--- src/rtl/lpmd_pkg.sv ---
// shared types and constants for the length-prefixed message deframer
// no dependencies
`default_nettype none

package lpmd_pkg;

    // width of the internal length and remaining-byte counter
    localparam int LENGTH_BITS = 24;

    localparam int MAX_LEN_W   = 24;
    localparam int CMP_W       = 32;
    localparam int HDR_BYTES   = 8;
    localparam int HDR_W       = HDR_BYTES * 8;

    localparam int QUEUE_DEPTH = 4;
    localparam int QUEUE_AW    = $clog2(QUEUE_DEPTH);

    // configuration register indexes
    localparam logic [1:0] CFG_SIZE_CODE  = 2'd0;
    localparam logic [1:0] CFG_MAX_LEN    = 2'd1;
    localparam logic [1:0] CFG_BIG_ENDIAN = 2'd2;

    typedef struct packed {
        logic [1:0]           size_code;
        logic [MAX_LEN_W-1:0] max_len;
        logic                 big_endian;
    } cfg_t;

    typedef enum logic [1:0] {
        JOB_BODY,
        JOB_HEADER,
        JOB_ERROR
    } job_kind_t;

    // one queued piece of work for the output side
    typedef struct packed {
        job_kind_t        kind;
        logic [HDR_W-1:0] data;
        logic [1:0]       size_code;
        logic             mend;
    } job_t;

endpackage

`default_nettype wire

--- src/rtl/lpmd_front.sv ---
// input side: header collection, length check and body counting
// depends on lpmd_pkg
`default_nettype none

module lpmd_front
    import lpmd_pkg::*;
(
    input  wire logic       clk,
    input  wire logic       rst_n,
    input  wire cfg_t       cfg,
    input  wire logic       in_valid,
    input  wire logic       queue_full,
    input  wire logic       action,
    input  wire logic [7:0] byte_value,
    output logic            push,
    output job_t            push_job
);

    logic [HDR_W-1:0]       header_store_reg, header_store_next;
    logic [3:0]             header_count_reg, header_count_next;
    logic [LENGTH_BITS-1:0] bytes_left_reg, bytes_left_next;
    logic                   in_body_reg, in_body_next;

    logic                   accept;
    logic [3:0]             hsize;
    logic [3:0]             count_inc;
    logic [HDR_W-1:0]       store_ins;
    logic [HDR_W-1:0]       len;
    logic [LENGTH_BITS-1:0] len_lo;
    logic                   len_hi_nz;
    logic                   sign_bit;
    logic                   len_bad;
    logic                   header_only;

    assign accept    = in_valid && !queue_full;
    assign hsize     = 4'd1 << cfg.size_code;
    assign count_inc = header_count_reg + 4'd1;

    // byte insertion and length assembly in either byte order
    always_comb
    begin
        store_ins = header_store_reg;
        for (int i = 0; i < HDR_BYTES; i++)
        begin
            if ((header_count_reg == 4'(i)) && (header_count_reg < hsize))
            begin
                store_ins[i*8 +: 8] = byte_value;
            end
        end
        len = '0;
        for (int k = 0; k < HDR_BYTES; k++)
        begin
            if (4'(k) < hsize)
            begin
                if (cfg.big_endian)
                begin
                    len[k*8 +: 8] = store_ins[3'(hsize - 4'd1 - 4'(k))*8 +: 8];
                end
                else
                begin
                    len[k*8 +: 8] = store_ins[k*8 +: 8];
                end
            end
        end
    end

    always_comb
    begin
        unique case (cfg.size_code)
            2'd0:    sign_bit = len[7];
            2'd1:    sign_bit = len[15];
            2'd2:    sign_bit = len[31];
            default: sign_bit = len[63];
        endcase
    end

    assign len_lo      = len[LENGTH_BITS-1:0];
    assign len_hi_nz   = |len[HDR_W-1:LENGTH_BITS];
    assign len_bad     = sign_bit || len_hi_nz
                      || (len_lo < LENGTH_BITS'(hsize))
                      || (CMP_W'(len_lo) > CMP_W'(cfg.max_len));
    assign header_only = (len_lo == LENGTH_BITS'(hsize));

    always_comb
    begin
        header_store_next = header_store_reg;
        header_count_next = header_count_reg;
        bytes_left_next   = bytes_left_reg;
        in_body_next      = in_body_reg;
        push              = 1'b0;
        push_job.kind      = JOB_BODY;
        push_job.data      = {{(HDR_W-8){1'b0}}, byte_value};
        push_job.size_code = cfg.size_code;
        push_job.mend      = 1'b0;
        if (accept)
        begin
            if (action)
            begin
                header_store_next = '0;
                header_count_next = '0;
                bytes_left_next   = '0;
                in_body_next      = 1'b0;
            end
            else if (in_body_reg)
            begin
                push            = 1'b1;
                push_job.mend   = (bytes_left_reg == LENGTH_BITS'(1));
                bytes_left_next = bytes_left_reg - LENGTH_BITS'(1);
                in_body_next    = (bytes_left_reg != LENGTH_BITS'(1));
            end
            else if (count_inc < hsize)
            begin
                header_store_next = store_ins;
                header_count_next = count_inc;
            end
            else
            begin
                // header complete
                push              = 1'b1;
                header_store_next = '0;
                header_count_next = '0;
                if (len_bad)
                begin
                    push_job.kind   = JOB_ERROR;
                    bytes_left_next = '0;
                    in_body_next    = 1'b0;
                end
                else
                begin
                    push_job.kind   = JOB_HEADER;
                    push_job.data   = store_ins;
                    push_job.mend   = header_only;
                    bytes_left_next = len_lo - LENGTH_BITS'(hsize);
                    in_body_next    = !header_only;
                end
            end
        end
    end

    always_ff @(posedge clk or negedge rst_n)
    begin
        if (!rst_n)
        begin
            header_store_reg <= '0;
            header_count_reg <= '0;
            bytes_left_reg   <= '0;
            in_body_reg      <= 1'b0;
        end
        else
        begin
            header_store_reg <= header_store_next;
            header_count_reg <= header_count_next;
            bytes_left_reg   <= bytes_left_next;
            in_body_reg      <= in_body_next;
        end
    end

endmodule

`default_nettype wire

--- src/rtl/lpmd_queue.sv ---
// short job queue between the input and output sides
// depends on lpmd_pkg
`default_nettype none

module lpmd_queue
    import lpmd_pkg::*;
(
    input  wire logic clk,
    input  wire logic rst_n,
    input  wire logic push,
    input  wire job_t push_job,
    input  wire logic pop,
    output logic      full,
    output logic      not_empty,
    output job_t      head
);

    job_t                entry_reg [QUEUE_DEPTH];
    logic [QUEUE_AW-1:0] wr_ptr_reg, wr_ptr_next;
    logic [QUEUE_AW-1:0] rd_ptr_reg, rd_ptr_next;
    logic [QUEUE_AW:0]   count_reg, count_next;
    logic                do_push;
    logic                do_pop;

    assign full      = (count_reg == (QUEUE_AW+1)'(QUEUE_DEPTH));
    assign not_empty = (count_reg != '0);
    assign head      = entry_reg[rd_ptr_reg];
    assign do_push   = push && !full;
    assign do_pop    = pop && not_empty;

    always_comb
    begin
        wr_ptr_next = do_push ? wr_ptr_reg + QUEUE_AW'(1) : wr_ptr_reg;
        rd_ptr_next = do_pop  ? rd_ptr_reg + QUEUE_AW'(1) : rd_ptr_reg;
        count_next  = count_reg + (QUEUE_AW+1)'(do_push) - (QUEUE_AW+1)'(do_pop);
    end

    always_ff @(posedge clk)
    begin
        if (do_push)
        begin
            entry_reg[wr_ptr_reg] <= push_job;
        end
    end

    always_ff @(posedge clk or negedge rst_n)
    begin
        if (!rst_n)
        begin
            wr_ptr_reg <= '0;
            rd_ptr_reg <= '0;
            count_reg  <= '0;
        end
        else
        begin
            wr_ptr_reg <= wr_ptr_next;
            rd_ptr_reg <= rd_ptr_next;
            count_reg  <= count_next;
        end
    end

endmodule

`default_nettype wire

--- src/rtl/lpmd_back.sv ---
// output side: expands queued jobs into result transfers
// depends on lpmd_pkg
`default_nettype none

module lpmd_back
    import lpmd_pkg::*;
(
    input  wire logic  clk,
    input  wire logic  rst_n,
    input  wire logic  job_valid,
    input  wire job_t  job,
    output logic       pop,
    output logic       out_valid,
    input  wire logic  out_stall,
    output logic [7:0] data_byte,
    output logic       message_end,
    output logic       framing_error,
    output logic       run_end
);

    job_t       job_reg, job_next;
    logic       busy_reg, busy_next;
    logic [2:0] idx_reg, idx_next;
    logic       out_valid_reg, out_valid_next;
    logic [7:0] data_reg, data_next;
    logic       mend_reg, mend_next;
    logic       ferr_reg, ferr_next;
    logic       rend_reg, rend_next;

    logic       can_load;
    logic       emit;
    logic       last;
    logic [2:0] last_idx;

    assign can_load = !out_valid_reg || !out_stall;
    assign emit     = busy_reg && can_load;
    assign last_idx = 3'((4'd1 << job_reg.size_code) - 4'd1);
    assign last     = (job_reg.kind != JOB_HEADER) || (idx_reg == last_idx);
    assign pop      = job_valid && (!busy_reg || (emit && last));

    always_comb
    begin
        job_next  = job_reg;
        busy_next = busy_reg;
        idx_next  = idx_reg;
        if (pop)
        begin
            job_next  = job;
            busy_next = 1'b1;
            idx_next  = '0;
        end
        else if (emit && last)
        begin
            busy_next = 1'b0;
        end
        else if (emit)
        begin
            idx_next = idx_reg + 3'd1;
        end
    end

    always_comb
    begin
        out_valid_next = out_valid_reg && out_stall;
        data_next      = data_reg;
        mend_next      = mend_reg;
        ferr_next      = ferr_reg;
        rend_next      = rend_reg;
        if (emit)
        begin
            out_valid_next = 1'b1;
            unique case (job_reg.kind)
                JOB_BODY:
                begin
                    data_next = job_reg.data[7:0];
                    mend_next = job_reg.mend;
                    ferr_next = 1'b0;
                    rend_next = 1'b1;
                end
                JOB_HEADER:
                begin
                    data_next = job_reg.data[idx_reg*8 +: 8];
                    mend_next = last && job_reg.mend;
                    ferr_next = 1'b0;
                    rend_next = last;
                end
                default:
                begin
                    data_next = 8'd0;
                    mend_next = 1'b0;
                    ferr_next = 1'b1;
                    rend_next = 1'b1;
                end
            endcase
        end
    end

    always_ff @(posedge clk)
    begin
        job_reg  <= job_next;
        data_reg <= data_next;
        mend_reg <= mend_next;
        ferr_reg <= ferr_next;
        rend_reg <= rend_next;
    end

    always_ff @(posedge clk or negedge rst_n)
    begin
        if (!rst_n)
        begin
            busy_reg      <= 1'b0;
            idx_reg       <= '0;
            out_valid_reg <= 1'b0;
        end
        else
        begin
            busy_reg      <= busy_next;
            idx_reg       <= idx_next;
            out_valid_reg <= out_valid_next;
        end
    end

    assign out_valid     = out_valid_reg;
    assign data_byte     = data_reg;
    assign message_end   = mend_reg;
    assign framing_error = ferr_reg;
    assign run_end       = rend_reg;

endmodule

`default_nettype wire

--- src/rtl/length_prefixed_message_deframer.sv ---
// length-prefixed message deframer, top level: config registers and the three stages
// path: a taken byte is written into the job queue, then into the back job register, then into the output register
// throughput: one byte in and one result out per cycle while in_stall and out_stall are low; a header
// releases 1, 2, 4 or 8 results, one per cycle, so the four-entry queue can fill and the input can
// stall after an 8-byte or a 4-byte header
// reset: asynchronous active low, clears framing, queue and output valid; config 2-byte le, 4096
`default_nettype none

module length_prefixed_message_deframer
    import lpmd_pkg::*;
(
    input  wire logic                 clk,
    input  wire logic                 rst_n,
    // config write channel
    input  wire logic                 cfg_valid,
    output logic                      cfg_ready,
    input  wire logic [1:0]           cfg_index,
    input  wire logic [MAX_LEN_W-1:0] cfg_data,
    // input byte channel
    input  wire logic                 in_valid,
    output logic                      in_stall,
    input  wire logic                 action,
    input  wire logic [7:0]           byte_value,
    // result channel
    output logic                      out_valid,
    input  wire logic                 out_stall,
    output logic [7:0]                data_byte,
    output logic                      message_end,
    output logic                      framing_error,
    output logic                      run_end
);

    cfg_t cfg_reg, cfg_next;

    logic queue_full;
    logic queue_not_empty;
    logic push;
    logic pop;
    job_t push_job;
    job_t head_job;

    // config writes are always accepted and take effect in the next cycle
    assign cfg_ready = 1'b1;

    always_comb
    begin
        cfg_next = cfg_reg;
        if (cfg_valid)
        begin
            unique case (cfg_index)
                CFG_SIZE_CODE:  cfg_next.size_code  = cfg_data[1:0];
                CFG_MAX_LEN:    cfg_next.max_len    = cfg_data;
                CFG_BIG_ENDIAN: cfg_next.big_endian = cfg_data[0];
                default:        cfg_next = cfg_reg;  // unused index, write dropped
            endcase
        end
    end

    always_ff @(posedge clk or negedge rst_n)
    begin
        if (!rst_n)
        begin
            cfg_reg.size_code  <= 2'd1;
            cfg_reg.max_len    <= MAX_LEN_W'(4096);
            cfg_reg.big_endian <= 1'b0;
        end
        else
        begin
            cfg_reg <= cfg_next;
        end
    end

    // the input side holds off only when the job queue is full
    assign in_stall = queue_full;

    // front: header collection, length check, body counting
    lpmd_front u_front (
        .clk        (clk),
        .rst_n      (rst_n),
        .cfg        (cfg_reg),
        .in_valid   (in_valid),
        .queue_full (queue_full),
        .action     (action),
        .byte_value (byte_value),
        .push       (push),
        .push_job   (push_job)
    );

    // decouples header bursts from the byte rate
    lpmd_queue u_queue (
        .clk       (clk),
        .rst_n     (rst_n),
        .push      (push),
        .push_job  (push_job),
        .pop       (pop),
        .full      (queue_full),
        .not_empty (queue_not_empty),
        .head      (head_job)
    );

    // back: one result per cycle into the output register while out_stall allows it
    lpmd_back u_back (
        .clk           (clk),
        .rst_n         (rst_n),
        .job_valid     (queue_not_empty),
        .job           (head_job),
        .pop           (pop),
        .out_valid     (out_valid),
        .out_stall     (out_stall),
        .data_byte     (data_byte),
        .message_end   (message_end),
        .framing_error (framing_error),
        .run_end       (run_end)
    );

endmodule

`default_nettype wire
--- config.mk ---
export PLATFORM = sky130hd
export DESIGN_NAME = length_prefixed_message_deframer
export DESIGN_NICKNAME = d
export VERILOG_FILES = /design/src/rtl/lpmd_pkg.sv /design/src/rtl/lpmd_front.sv /design/src/rtl/lpmd_queue.sv /design/src/rtl/lpmd_back.sv /design/src/rtl/length_prefixed_message_deframer.sv
export SDC_FILE = /design/constraint.sdc
export NUM_CORES = 1
export LEC_CHECK = 0
export BUFFER_PORTS_ARGS = -buffer_cell sky130_fd_sc_hd__clkbuf_2
export CORE_MARGIN = 2
export CORE_UTILIZATION = 49
export DETAILED_ROUTE_END_ITERATION = 10
export PLACE_DENSITY = 0.74
export SYNTH_ARGS = -nofsm -noshare
export SYNTH_HDL_FRONTEND = slang
export SYNTH_SLANG_ARGS = --single-unit
--- constraint.sdc ---
create_clock -name clk -period 19.7 [get_ports clk]
set_clock_uncertainty 0.15 [all_clocks]
set_input_delay 1.97 -clock clk [delete_from_list [all_inputs] [get_ports clk]]
set_output_delay 1.97 -clock clk [all_outputs]
set_load 0.01 [all_outputs]
==> After elaboration in Yosys (flattened, before gate mapping) <==
Memories as Yosys holds them, arrays and structs flattened. A register that Yosys moved wholly into a read port is not among the register bits.
Cells that the tools add are included.
{ "totals": {"ramBits": 276, "output_inout_bits": 14, "mem_count": 1, "regBits": 143, "in_bits": 40, "word_cells": 186} }
{ "op_classes": {"add_sub_neg": 17, "magnitude_cmp": 12, "muxes": 65, "n_reduce_logical": 42, "eq_ne": 21, "shifts": 11} }
{ "mem_list": {"columns": ["name", "words", "word_bits", "read_ports", "rd_ports_with_merged_regs", "write_ports", "line", "source"], "rows": [
  ["u_queue.entry_reg", 4, 69, 1, 1, 1, "lpmd_queue.sv:18", "job_t entry_reg [QUEUE_DEPTH];"]
]} }
{ "op_table": {"columns": ["operator", "count"], "rows": [
  ["64-bit by 7-bit variable part select with 8-bit output", 9],
  ["66-bit 2-to-1 mux", 4],
  ["64-bit 2-to-1 mux", 4],
  ["8-bit 2-to-1 mux", 24],
  ["24-bit 2-to-1 mux", 4],
  ["40-bit OR reduction", 1],
  ["24-bit by 1-bit == test with 1-bit output, second input constant", 1],
  ["24-bit by 4-bit == test with 1-bit output", 1],
  ["24-bit > comparator", 1],
  ["24-bit by 4-bit < comparator with 1-bit output", 1],
  ["24-bit by 1-bit != test with 1-bit output, second input constant", 1],
  ["24-bit by 1-bit subtractor with 24-bit output, second input constant", 1],
  ["24-bit by 4-bit subtractor with 24-bit output", 1],
  ["1-bit 2-to-1 mux", 19],
  ["4-bit by 3-bit == test with 1-bit output, second input constant", 4],
  ["1-bit logical AND", 16],
  ["3-bit by 4-bit < comparator with 1-bit output, first input constant", 4],
  ["8-bit case mux with 2 select lines", 1],
  ["4-bit 2-to-1 mux", 3],
  ["2-bit AND reduction", 6],
  ["3-bit subtractor, second input constant", 4],
  ["3-bit 2-to-1 mux", 3],
  ["3-bit by 1-bit subtractor with 3-bit output, second input constant", 3],
  ["4-bit by 2-bit == test with 1-bit output, second input constant", 2],
  ["29 further kinds", 50]
]} }

==> Logic depth before layout (Yosys ltp) <==
Gate-level depths: netlist of run 1.
{ "depth": {"word_depth": 16, "depth_mapped": 32, "ltp_nobuf": 26} }

==> Modules after synthesis <==
A second synthesis of run 1 with hierarchy kept.
{ "unflattened": {"cells_unflattened": 2124, "hier_area_um2": 26366.5} }
{ "modules_own_cells": {"columns": ["module", "area_per_inst_um2", "seq_area_each_um2", "instances", "cells_per_inst"], "rows": [
  ["lpmd_front", 11382.2, 2327.2, 1, 1489],
  ["lpmd_queue", 10497.6, 8463.1, 1, 401],
  ["lpmd_back", 3360.7, 2527.4, 1, 173],
  ["length_prefixed_message_deframer", 1126.1, 678.2, 1, 61]
]} }

==> Worst setup path after synthesis of run 1 <==
OpenSTA, ideal clock, no wires.
{ "synth_timing": {"path_kind": "input-to-reg", "from": "in out_stall", "to": "reg u_queue.count_reg[2]", "t_arrival_ns": 7.344, "setup_time_ns": 0.080, "stages": 10, "slack_ns": 12.126, "required_time_ns": 19.470, "path_buffers": 0, "path_cell_list": "nand2_1 > nand2_1 > a21oi_1 > ha_1 > inv_1 > ha_1 > inv_1 > fa_1 > xnor2_1 > xnor2_1"} }
{ "synth_via": {"elab_chain_cells": 8} }
{ "synth_lines": {"columns": ["element", "line", "source"], "rows": [
  ["from (decl)", "length_prefixed_message_deframer.sv:26", "input wire logic out_stall,"],
  ["1-bit logical NOT", "lpmd_back.sv:35", "assign can_load = !out_valid_reg || !out_stall;"],
  ["1-bit logical OR", "lpmd_back.sv:35", null],
  ["1-bit logical AND", "lpmd_back.sv:36", "assign emit = busy_reg && can_load;"],
  ["1-bit logical AND", "lpmd_back.sv:39", "assign pop = job_valid && (!busy_reg || (emit && last));"],
  ["1-bit logical OR", "lpmd_back.sv:39", null],
  ["1-bit logical AND", "lpmd_back.sv:39", null],
  ["via pop", "length_prefixed_message_deframer.sv:38", "logic pop;"],
  ["1-bit logical AND", "lpmd_queue.sv:29", "assign do_pop = pop && not_empty;"],
  ["3-bit by 1-bit subtractor with 3-bit output", "lpmd_queue.sv:35", "count_next = count_reg + (QUEUE_AW+1)'(do_push) - (QUEUE_AW+1)'(do_pop);"],
  ["via u_queue.count_next[2]", "lpmd_queue.sv:21", "logic [QUEUE_AW:0] count_reg, count_next;"],
  ["to (signal assigned)", "lpmd_queue.sv:58", "count_reg <= count_next;"],
  ["to (decl)", "lpmd_queue.sv:21", null]
]} }
The timed path passes the listed nets, and every way through them passes these cells.
A chain may end at the register's enable or synchronous reset.

==> out/metrics.cfg, run 1 <==
[cts]
cts_tree = yes
postCtsHoldBufs = 0
root_buffer = clkbuf_16
path_clk_slew_ns = 0.06
htreeDepth = 2
clock-sinks = 488
cts_resized = 0
insertion_delay_ns = 0.62
cts_made_buffers = 48
cts_setup_buffers = 0
cts_buffer_depth = 3

[finish]
antenna_cells = 0
finish.instance_area_um2 = 28500
syn2layout_area_growth_pct = 9.77
fillers = 4368
largest_reg_flops = 276
nets = 2231
drive_gt1_share_pct = 17.0

[sta]
fmax_ghz = 0.112
fin_crit_sh_pct = 45.4
setup_viol = 0
slew_violations = 0
rsz0062_at_grt = no
period_needed_ns = 8.94
hold_viol = 0
setup_tns_ns = 0
worst_slew_pin_slew_ns = 1.38
slew_headroom_pct = 8.31

[routing]
first_iter_violations = 2393
routed_wl_mm = 88.8
via_count = 19500
final_antenna_net_count = 0
drc = 0
dr.pass1.iters = 5
vias_per_cell = 6.81
wl_per_cell_um = 31.1

[hold_path]
whs_path_depth = 1
min_path_type = register to register
min-delay-start = u_queue.count_reg[2]$_DFF_PN0_
holdPathEnd = u_queue.count_reg[2]$_DFF_PN0_

[critical_path]
crit_buf_inv = 8
cp-start-kind = register
cp_common_cell = buf_4
r2r_cells = 28
r2r_slack_ns = 10.76
reg2reg_from = cfg_reg[26]$_DFFE_PN0P_
arrival_ns = 9.13
required_ns = 19.88
crit_path_max_fanout = 57
criticalPathCategory = register to register
r2r_end = u_queue.entry_reg[1][10]$_DFFE_PP_
slowest_delay_ns = 1.00
slowest_stage = a211oi_1
critPathTopFamily = compound AO/OA/AOI/OAI gates
endpoint_kind = register

[logic_synthesis]
synth_edf_count = 356
syn_inst = 2123
mappedNetlistArea_um2 = 26000
ys_seq_elements = 488
yosys_warnings = 0
yosysMostFrequentCell = edfxtp_1
synth_top_area_cell = edfxtp_1
seq_area_frac_synth_pct = 53.8
async_reset_ff_share_pct = 27.0
ys.flop_type = edfxtp_1
synth_cell_type_count = 97
syn-num-nets = 2221
synth_top_cell_area_share_pct = 41.1
synthTopCellsByCount = edfxtp_1, nor2_1, nand2_1
netlist_top_cells_area = edfxtp_1, dfrtp_1, mux4_2
syn_area_per_cell_um2 = 12.2

[grt]
grt_pass1_wl_mm = 129
grt_pass1_vias = 18700
grt_max_degree = 68
track_usage_pct = 32.5
grt_antenna_before_repair = 2
grt_overflow = 0

[power]
pwr_density_cell_nw_per_um2 = 135
p_total_mw = 3.85
leakage_nw = 10.9
ir_worst_vdd_uv = 86.0

[run_status]
outcome = finished clean

[floorplan]
io_pins = 54
row_count = 84
dieHeight_um = 234
start_util_pct = 49.5
die_w_um = 234
core_area_um2 = 52600
dieArea_um2 = 54900

[placement]
gp_congestion = 1.04
dpl.hpwl_mm = 61.7
dpl-instance-area_um2 = 27000
io_buffers = 52

[run]
drv_cap = 0

worst max path at each step:
stage                                  startpoint  cells past startpoint  slack [ns]                            endpoint
final                     cfg_reg[26]$_DFFE_PN0P_                     28       10.76  u_queue.entry_reg[1][10]$_DFFE_PP_
after global routing      cfg_reg[26]$_DFFE_PN0P_                     30       10.25  u_queue.entry_reg[0][10]$_DFFE_PP_
after CTS                 cfg_reg[26]$_DFFE_PN0P_                     30       10.90  u_queue.entry_reg[1][10]$_DFFE_PP_
after detailed placement  cfg_reg[26]$_DFFE_PN0P_                     30       10.93  u_queue.entry_reg[3][10]$_DFFE_PP_
after global placement    cfg_reg[26]$_DFFE_PN0P_                     30       11.16  u_queue.entry_reg[0][10]$_DFFE_PP_
after floorplan                         out_stall                     10       12.13      u_queue.count_reg[2]$_DFF_PN0_
report_power, final:
| part | leakage [nW] | total, mW | internal, mW | switching [mW] |
|---|---|---|---|---|
| logic | 5.00 | 1.46 | 0.523 | 0.935 |
| clock network | 0.765 | 0.919 | 0.509 | 0.410 |
| registers | 5.18 | 1.47 | 1.34 | 0.129 |
| total | 10.9 | 3.85 | 2.37 | 1.47 |
routing by layer:
| metal | vias to the layer above | wire length (um) | global-route usage (%) |
|---|---|---|---|
| met5 | - | 18 | 0 |
| met4 | 2 | 4670 | 15.3 |
| met3 | 236 | 8590 | 6.65 |
| met2 | 1144 | 39300 | 48.9 |
| met1 | 9828 | 36200 | 45.3 |
| li1 | 8267 | - | - |
cell families after synthesis:
family / after synthesis / share of synthesized area (%)
muxes: 237 / 13.6
buffers and inverters: 212 / 3.32
AOI/OAI and AO/OA: 486 / 14.1
adders and majority gates: 58 / 2.85
DFF: 488 / 53.8
xor gates and xnor gates: 32 / 1.08
and+or+nand+nor: 609 / 11.2
other: 1 / 0.0144
cell type report:
type / count / area [um^2] / area share, %
Clock inverter: 22 / 277 / 0.969
Inverter: 69 / 259 / 0.908
Tap cell: 688 / 861 / 3.02
Clock buffer: 66 / 1300 / 4.55
Multi-Input combinational cell: 1423 / 11200 / 39.2
Timing Repair Buffer: 103 / 649 / 2.28
Sequential cell: 488 / 14000 / 49.1
cells in the final DEF, fill, tap and decap left out, types with 8 or more instances in the layout:
cell         n
a211oi_1    24
a21o_1      17
a21oi_1     65
a221o_1     16
a221oi_1    10
a22o_1      54
a22oi_1     13
a31oi_1      9
and2_1      14
and3_1      26
buf_4       51
clkbuf_1    15
clkbuf_16   48
clkbuf_2    51
clkinv_1     8
dfrtp_1    128
edfxtp_1   356
ha_1        55
inv_1       64
mux2_2      65
mux2i_1     85
mux4_2      86
nand2_1    167
nand2b_1    19
nand3_1     30
nand4_1     17
nor2_1     187
nor2b_1     25
nor3_1      46
nor4_1      20
o2111ai_1    9
o211ai_1    12
o21ai_0     74
o221ai_1    23
o22ai_1     20
o31ai_1     18
o32ai_1     11
or3_1       11
xnor2_1     22
xor2_1      10
metrics by stage:
stage	cells	utilization (%)	hold WS, ns	setup slack (ns)
after global placement	2771	51.3	0.324	11.16
final	2859	54.3	0.351	10.76
after floorplan	2123	-	0.310	12.13
after global routing	2859	54.3	0.363	10.25
after CTS	2859	54.3	0.356	10.90
after detailed placement	2771	51.3	0.342	10.93
Power figures use the tool's default switching activity.
==> run 2, diff against run 1 <==
--- a/config.mk
+++ b/config.mk
@@ -9,7 +9,7 @@
 export CORE_MARGIN = 2
 export CORE_UTILIZATION = 49
 export DETAILED_ROUTE_END_ITERATION = 10
-export PLACE_DENSITY = 0.74
+export PLACE_DENSITY = 0.76
 export SYNTH_ARGS = -nofsm -noshare
 export SYNTH_HDL_FRONTEND = slang
 export SYNTH_SLANG_ARGS = --single-unit
==> constraint.sdc (replaced) <==
create_clock -name clk -period 7.65 [get_ports clk]
set_clock_uncertainty 0.15 [all_clocks]
set_input_delay 0.765 -clock clk [delete_from_list [all_inputs] [get_ports clk]]
set_output_delay 0.765 -clock clk [all_outputs]
set_load 0.01 [all_outputs]
==> run 2 against run 1 <==
Critical path depth shrank 1. Critical path type unchanged. Cell count grew 3.0%. Maximum frequency grew 22%.
==> out/metrics.cfg, run 2 (same netlist as run 1, synthesis figures left out) <==
[routing]
vias_per_cell = 6.79
wl_per_cell_um = 31.9
first_iter_violations = 2359
final_antenna_net_count = 0
drc = 0
routed_wl_mm = 93.8
via_count = 20000
dr.pass1.iters = 7

[grt]
track_usage_pct = 34.1
grt_pass1_wl_mm = 134
grt_antenna_before_repair = 4
grt_pass1_vias = 19100
grt_max_degree = 78
grt_overflow = 0

[finish]
antenna_cells = 0
fin_util_pct = 55.8
layout_commonest_cell = edfxtp_1
finish.instance_area_um2 = 29300
fin_cells = 2945
largest_reg_flops = 276
syn2layout_area_growth_pct = 12.8
drive_gt1_share_pct = 20.9
nets = 2316
layout_common_cells = edfxtp_1, nor2_1, nand2_1

[critical_path]
cp-start-kind = register
slowest_delay_ns = 0.66
crit_path_start = cfg_reg[25]$_DFFE_PN1P_
slowest_stage = dfstp_2
reg2reg_from = cfg_reg[25]$_DFFE_PN1P_
arrival_ns = 7.52
crit_path_max_fanout = 54
criticalPathCategory = register to register
cp_common_cell = buf_4
endpoint_kind = register
required_ns = 7.85

[cts]
path_clk_slew_ns = 0.07
clock-sinks = 488
insertion_delay_ns = 0.61
cts_made_buffers = 47
cts_buffer_depth = 3
root_buffer = clkbuf_16
cts_tree = yes
htreeDepth = 2

[power]
leakage_nw = 11.4
ir_worst_vdd_uv = 204
p_total_mw = 10.2
pwr_density_cell_nw_per_um2 = 347

[floorplan]
row_count = 84
core_area_um2 = 52600
dieArea_um2 = 54900
io_pins = 54
dieHeight_um = 234
start_util_pct = 49.5
die_w_um = 234

[sta]
worst_slew_pin_slew_ns = 1.26
fmax_ghz = 0.137
fin_crit_sh_pct = 95.7
period_needed_ns = 7.32
worst_slack_ns = 0.325
hold_viol = 0
setup_viol = 0
slew_headroom_pct = 16.1
rsz0062_at_grt = no
slew_violations = 0

[placement]
io_buffers = 52
dp_cells = 2854
place_ws_ns = -0.231
gp_congestion = 1.07
dpl-instance-area_um2 = 27600
dpl.hpwl_mm = 66.5

[hold_path]
min_path_type = primary input to asynchronous set/reset pin

[run_status]
outcome = finished clean

[run]
drv_cap = 0

run 2: changes by cell type in the layout (fill, tap and decap cells not counted), moves of 3 or more:
| cell | previous run | this run |
|---|---|---|
| a211oi_1 | 24 | 21 |
| clkbuf_8 | 3 | 12 |
| buf_12 | 0 | 4 |
| buf_4 | 51 | 133 |
| clkbuf_1 | 15 | 6 |
| a211oi_2 | 1 | 5 |
run 2: final cells by class:
class	instances	area, um^2
Timing Repair Buffer	189	1350
Inverter	69	259
Clock inverter	22	233
Multi-Input combinational cell	1423	11200
Tap cell	688	861
Clock buffer	66	1390
Sequential cell	488	14000
Fill cell	4287	23200
run 2: critical path: cells and delay by family, from the launching register on:
family,cells,cell delay (ns)
AOI/OAI and AO/OA,11,3.12
adders and majority gates,3,0.88
DFF,1,0.66
muxes,2,0.54
buffers and inverters,7,1.34
and+or+nand+nor,4,0.31
run 2: worst paths after layout:
kind                                                            end  slack (ns)  depth (start not counted)
setup / recovery                 u_queue.entry_reg[2][56]$_DFFE_PP_        0.33                         27
hold / removal             u_front.header_store_reg[15]$_DFFE_PN0P_        0.05                          1
setup reg to reg                 u_queue.entry_reg[2][56]$_DFFE_PP_        0.33                         27
hold reg to reg                      u_queue.count_reg[2]$_DFF_PN0_        0.35                          1
max in group asynchronous  u_front.header_store_reg[38]$_DFFE_PN0P_        5.92                          2
min in group clk                            cfg_reg[20]$_DFFE_PN0P_        0.25                          2
run 2: metal layers:
metal | global-route usage (%) | wire, um | vias up
li1 | - | - | 8415
met1 | 47.7 | 38800 | 10100
met2 | 52.3 | 42200 | 1210
met3 | 6.15 | 8080 | 237
met4 | 15.2 | 4800 | 2
met5 | 0 | 13 | -
run 2: timing repair:
item / CTS / global route
gates resized for setup: 2 / 7
endpoints found under the hold margin: 0 / 0
setup buffers: 0 / 3
pin swaps: 0 / 1
hold buffers: 0 / 0
setup endpoints to repair: 252 / 248
run 2: metrics by stage:
stage          hold WS (ns)  TNS (ns)
6_report             0.0511         0
4_1_cts              0.0561         0
3_3_place_gp          0.323     -1.61
5_1_grt               0.108         0
3_5_place_dp          0.345     -6.04
2_1_floorplan         0.310         0
run 2: where the power goes:
group          internal (mW)  total, mW  leakage (nW)  switching (mW)
Sequential              3.46       3.79          5.18           0.332
Clock                   1.38       2.40         0.799            1.02
Combinational           1.48       3.98          5.43            2.50
Total                   6.32       10.2          11.4            3.85
==> run 3, diff against run 2 <==
--- a/config.mk
+++ b/config.mk
@@ -6,10 +6,12 @@
 export NUM_CORES = 1
 export LEC_CHECK = 0
 export BUFFER_PORTS_ARGS = -buffer_cell sky130_fd_sc_hd__clkbuf_2
+export CELL_PAD_IN_SITES_DETAIL_PLACEMENT = 0
+export CELL_PAD_IN_SITES_GLOBAL_PLACEMENT = 1
 export CORE_MARGIN = 2
-export CORE_UTILIZATION = 49
+export CORE_UTILIZATION = 47
 export DETAILED_ROUTE_END_ITERATION = 10
-export PLACE_DENSITY = 0.76
+export PLACE_DENSITY = 0.85
 export SYNTH_ARGS = -nofsm -noshare
 export SYNTH_HDL_FRONTEND = slang
 export SYNTH_SLANG_ARGS = --single-unit
==> run 3 against run 2 <==
Critical path depth fell by 5. Die area up 4.2%. Cell count grew 0.24%. Highest routed layer unchanged.
==> out/metrics.cfg, run 3 (same netlist as run 1, synthesis figures left out) <==
[run_status]
outcome = finished clean

[sta]
whs_ns = 0.0211
period_needed_ns = 7.36
worst_slew_pin_slew_ns = 1.25
fin_crit_sh_pct = 96.2
hold_viol = 0
fmax_ghz = 0.136
setup_viol = 0
slew_headroom_pct = 16.9
setup_tns_ns = 0
rsz0062_at_grt = no
slew_violations = 0

[grt]
grt_overflow = 0
grt_pass1_vias = 19200
track_usage_pct = 32.2
grt_pass1_wl_mm = 134
grt_antenna_before_repair = 3
grt_max_degree = 77

[hold_path]
min_path_type = primary input to asynchronous set/reset pin

[power]
clkPwrFrac_pct = 24.6
pwr_density_cell_nw_per_um2 = 349
p_comb_share_pct = 38.5
leakage_nw = 11.4
ir_worst_vdd_uv = 368
p_total_mw = 10.2
p_sw_share_pct = 37.6
seq_power_share_pct = 36.9
internal_power_mw = 6.39
p_switching_mw = 3.84

[floorplan]
row_count = 86
die_w_um = 239
dieHeight_um = 239
core_area_um2 = 54900
io_pins = 54
dieArea_um2 = 57200
start_util_pct = 47.4

[routing]
drc = 0
vias_per_cell = 6.73
wl_per_cell_um = 31.0
final_antenna_net_count = 0
dr.pass1.iters = 8
via_count = 19900
first_iter_violations = 2606
routed_wl_mm = 91.4

[critical_path]
required_ns = 7.84
criticalPathCategory = register to register
r2r_cells = 22
crit_path_max_fanout = 15
cp-start-kind = register
arrival_ns = 7.55
endpoint_kind = register

[cts]
root_buffer = clkbuf_16
cts_made_buffers = 48
cts_buffer_depth = 3
insertion_delay_ns = 0.61
cts_tree = yes
htreeDepth = 2
path_clk_slew_ns = 0.06
clock-sinks = 488

[finish]
largest_reg_flops = 276
nets = 2305
fillers = 4648
layout_commonest_cell = edfxtp_1
drive_gt1_share_pct = 20.4
layout_common_cells = edfxtp_1, nor2_1, nand2_1
syn2layout_area_growth_pct = 12.8

[placement]
io_buffers = 52
gp_congestion = 1.07
dpl.hpwl_mm = 64.9

[run]
drv_cap = 0

==> run 3: changes by cell type in the layout (fill, tap and decap cells not counted), sizes merged <==
cell / previous run / this run
bufinv: 3 / 7
clkinv: 19 / 23
clkbuf: 117 / 111
buf: 138 / 126
diode: 0 / 1
clkinvlp: 2 / 1
inv: 67 / 68
==> run 3: final timing paths <==
kind                                           startpoint                                  endpoint  slack [ns]
max in group asynchronous                           rst_n  u_front.header_store_reg[33]$_DFFE_PN0P_        6.02
min reg2reg                u_queue.count_reg[2]$_DFF_PN0_            u_queue.count_reg[2]$_DFF_PN0_        0.35
max                               cfg_reg[25]$_DFFE_PN1P_         u_queue.entry_reg[3][5]$_DFFE_PP_        0.29
min                                                 rst_n                u_back.out_valid$_DFF_PN0_        0.02
min in group clk                              cfg_data[0]                   cfg_reg[25]$_DFFE_PN1P_        0.23
max reg2reg                       cfg_reg[25]$_DFFE_PN1P_         u_queue.entry_reg[3][5]$_DFFE_PP_        0.29
==> run 3: power groups by stage <==
stage                     registers [mW]  clock network (mW)  logic [mW]
final                               3.78                2.52        3.94
after global routing                3.84                2.64        4.15
after CTS                           3.78                2.55        3.87
after detailed placement            3.83                   0        3.84
after global placement              3.80                   0        3.82
after floorplan                     3.69                   0        2.56
==> run 3: routing by layer <==
| layer | global-route usage (%) | wire [um] | part of all wire, % | vias up |
|---|---|---|---|---|
| met5 | 0 | 12 | 0.013 | - |
| met4 | 13.6 | 4010 | 4.4 | 2 |
| met3 | 5.82 | 8340 | 9.1 | 197 |
| met2 | 48.0 | 40500 | 44 | 1118 |
| met1 | 46.3 | 38500 | 42 | 10100 |
| li1 | - | - | - | 8437 |
==> run 3: cell type report <==
type / instances / area [um^2] / area share, %
flip-flops and latches: 488 / 14000 / 47.8
multi-input cells: 1423 / 11200 / 38.2
clock buffers: 60 / 1330 / 4.53
repair buffers: 177 / 1270 / 4.32
well taps: 704 / 881 / 3.01
clock inverters: 30 / 363 / 1.24
inverters: 69 / 259 / 0.884
diodes: 1 / 2.50 / 0.00854
==> run 3: timing repair <==
action	4_1_cts	5_1_grt
hold buffers	0	0
gates resized for setup	0	6
endpoints found under the setup margin	0	252
endpoints found under the hold margin	0	0
setup buffers	0	2
==> run 3: per-stage QoR <==
stage	setup WS (ns)	util [%]	instances	instance area (um^2)
2_1_floorplan	0.547	-	2123	26000
3_3_place_gp	0.304	50.2	2859	27600
3_5_place_dp	0.237	50.2	2859	27600
4_1_cts	0.165	53.3	2949	29300
5_1_grt	0.000328	53.4	2951	29300
6_report	0.289	53.4	2952	29300
==> run 3: worst max-delay path, stage by stage (launching register included) <==
cell,delay [ns]
dfstp_2,0.66
ha_1,0.21
inv_1,0.11
ha_1,0.43
o211ai_2,0.31
buf_4,0.30
o211a_1,0.32
nor2_1,0.34
a221oi_1,0.16
o311a_1,0.40
a211oi_1,0.86
ha_1,0.41
nand4_1,0.13
nor3_1,0.08
a221o_1,0.30
a211oi_1,0.32
a211oi_1,0.13
o32ai_1,0.29
buf_4,0.17
nand2_1,0.06
a21oi_1,0.26
nand4_2,0.29
mux2_2,0.40
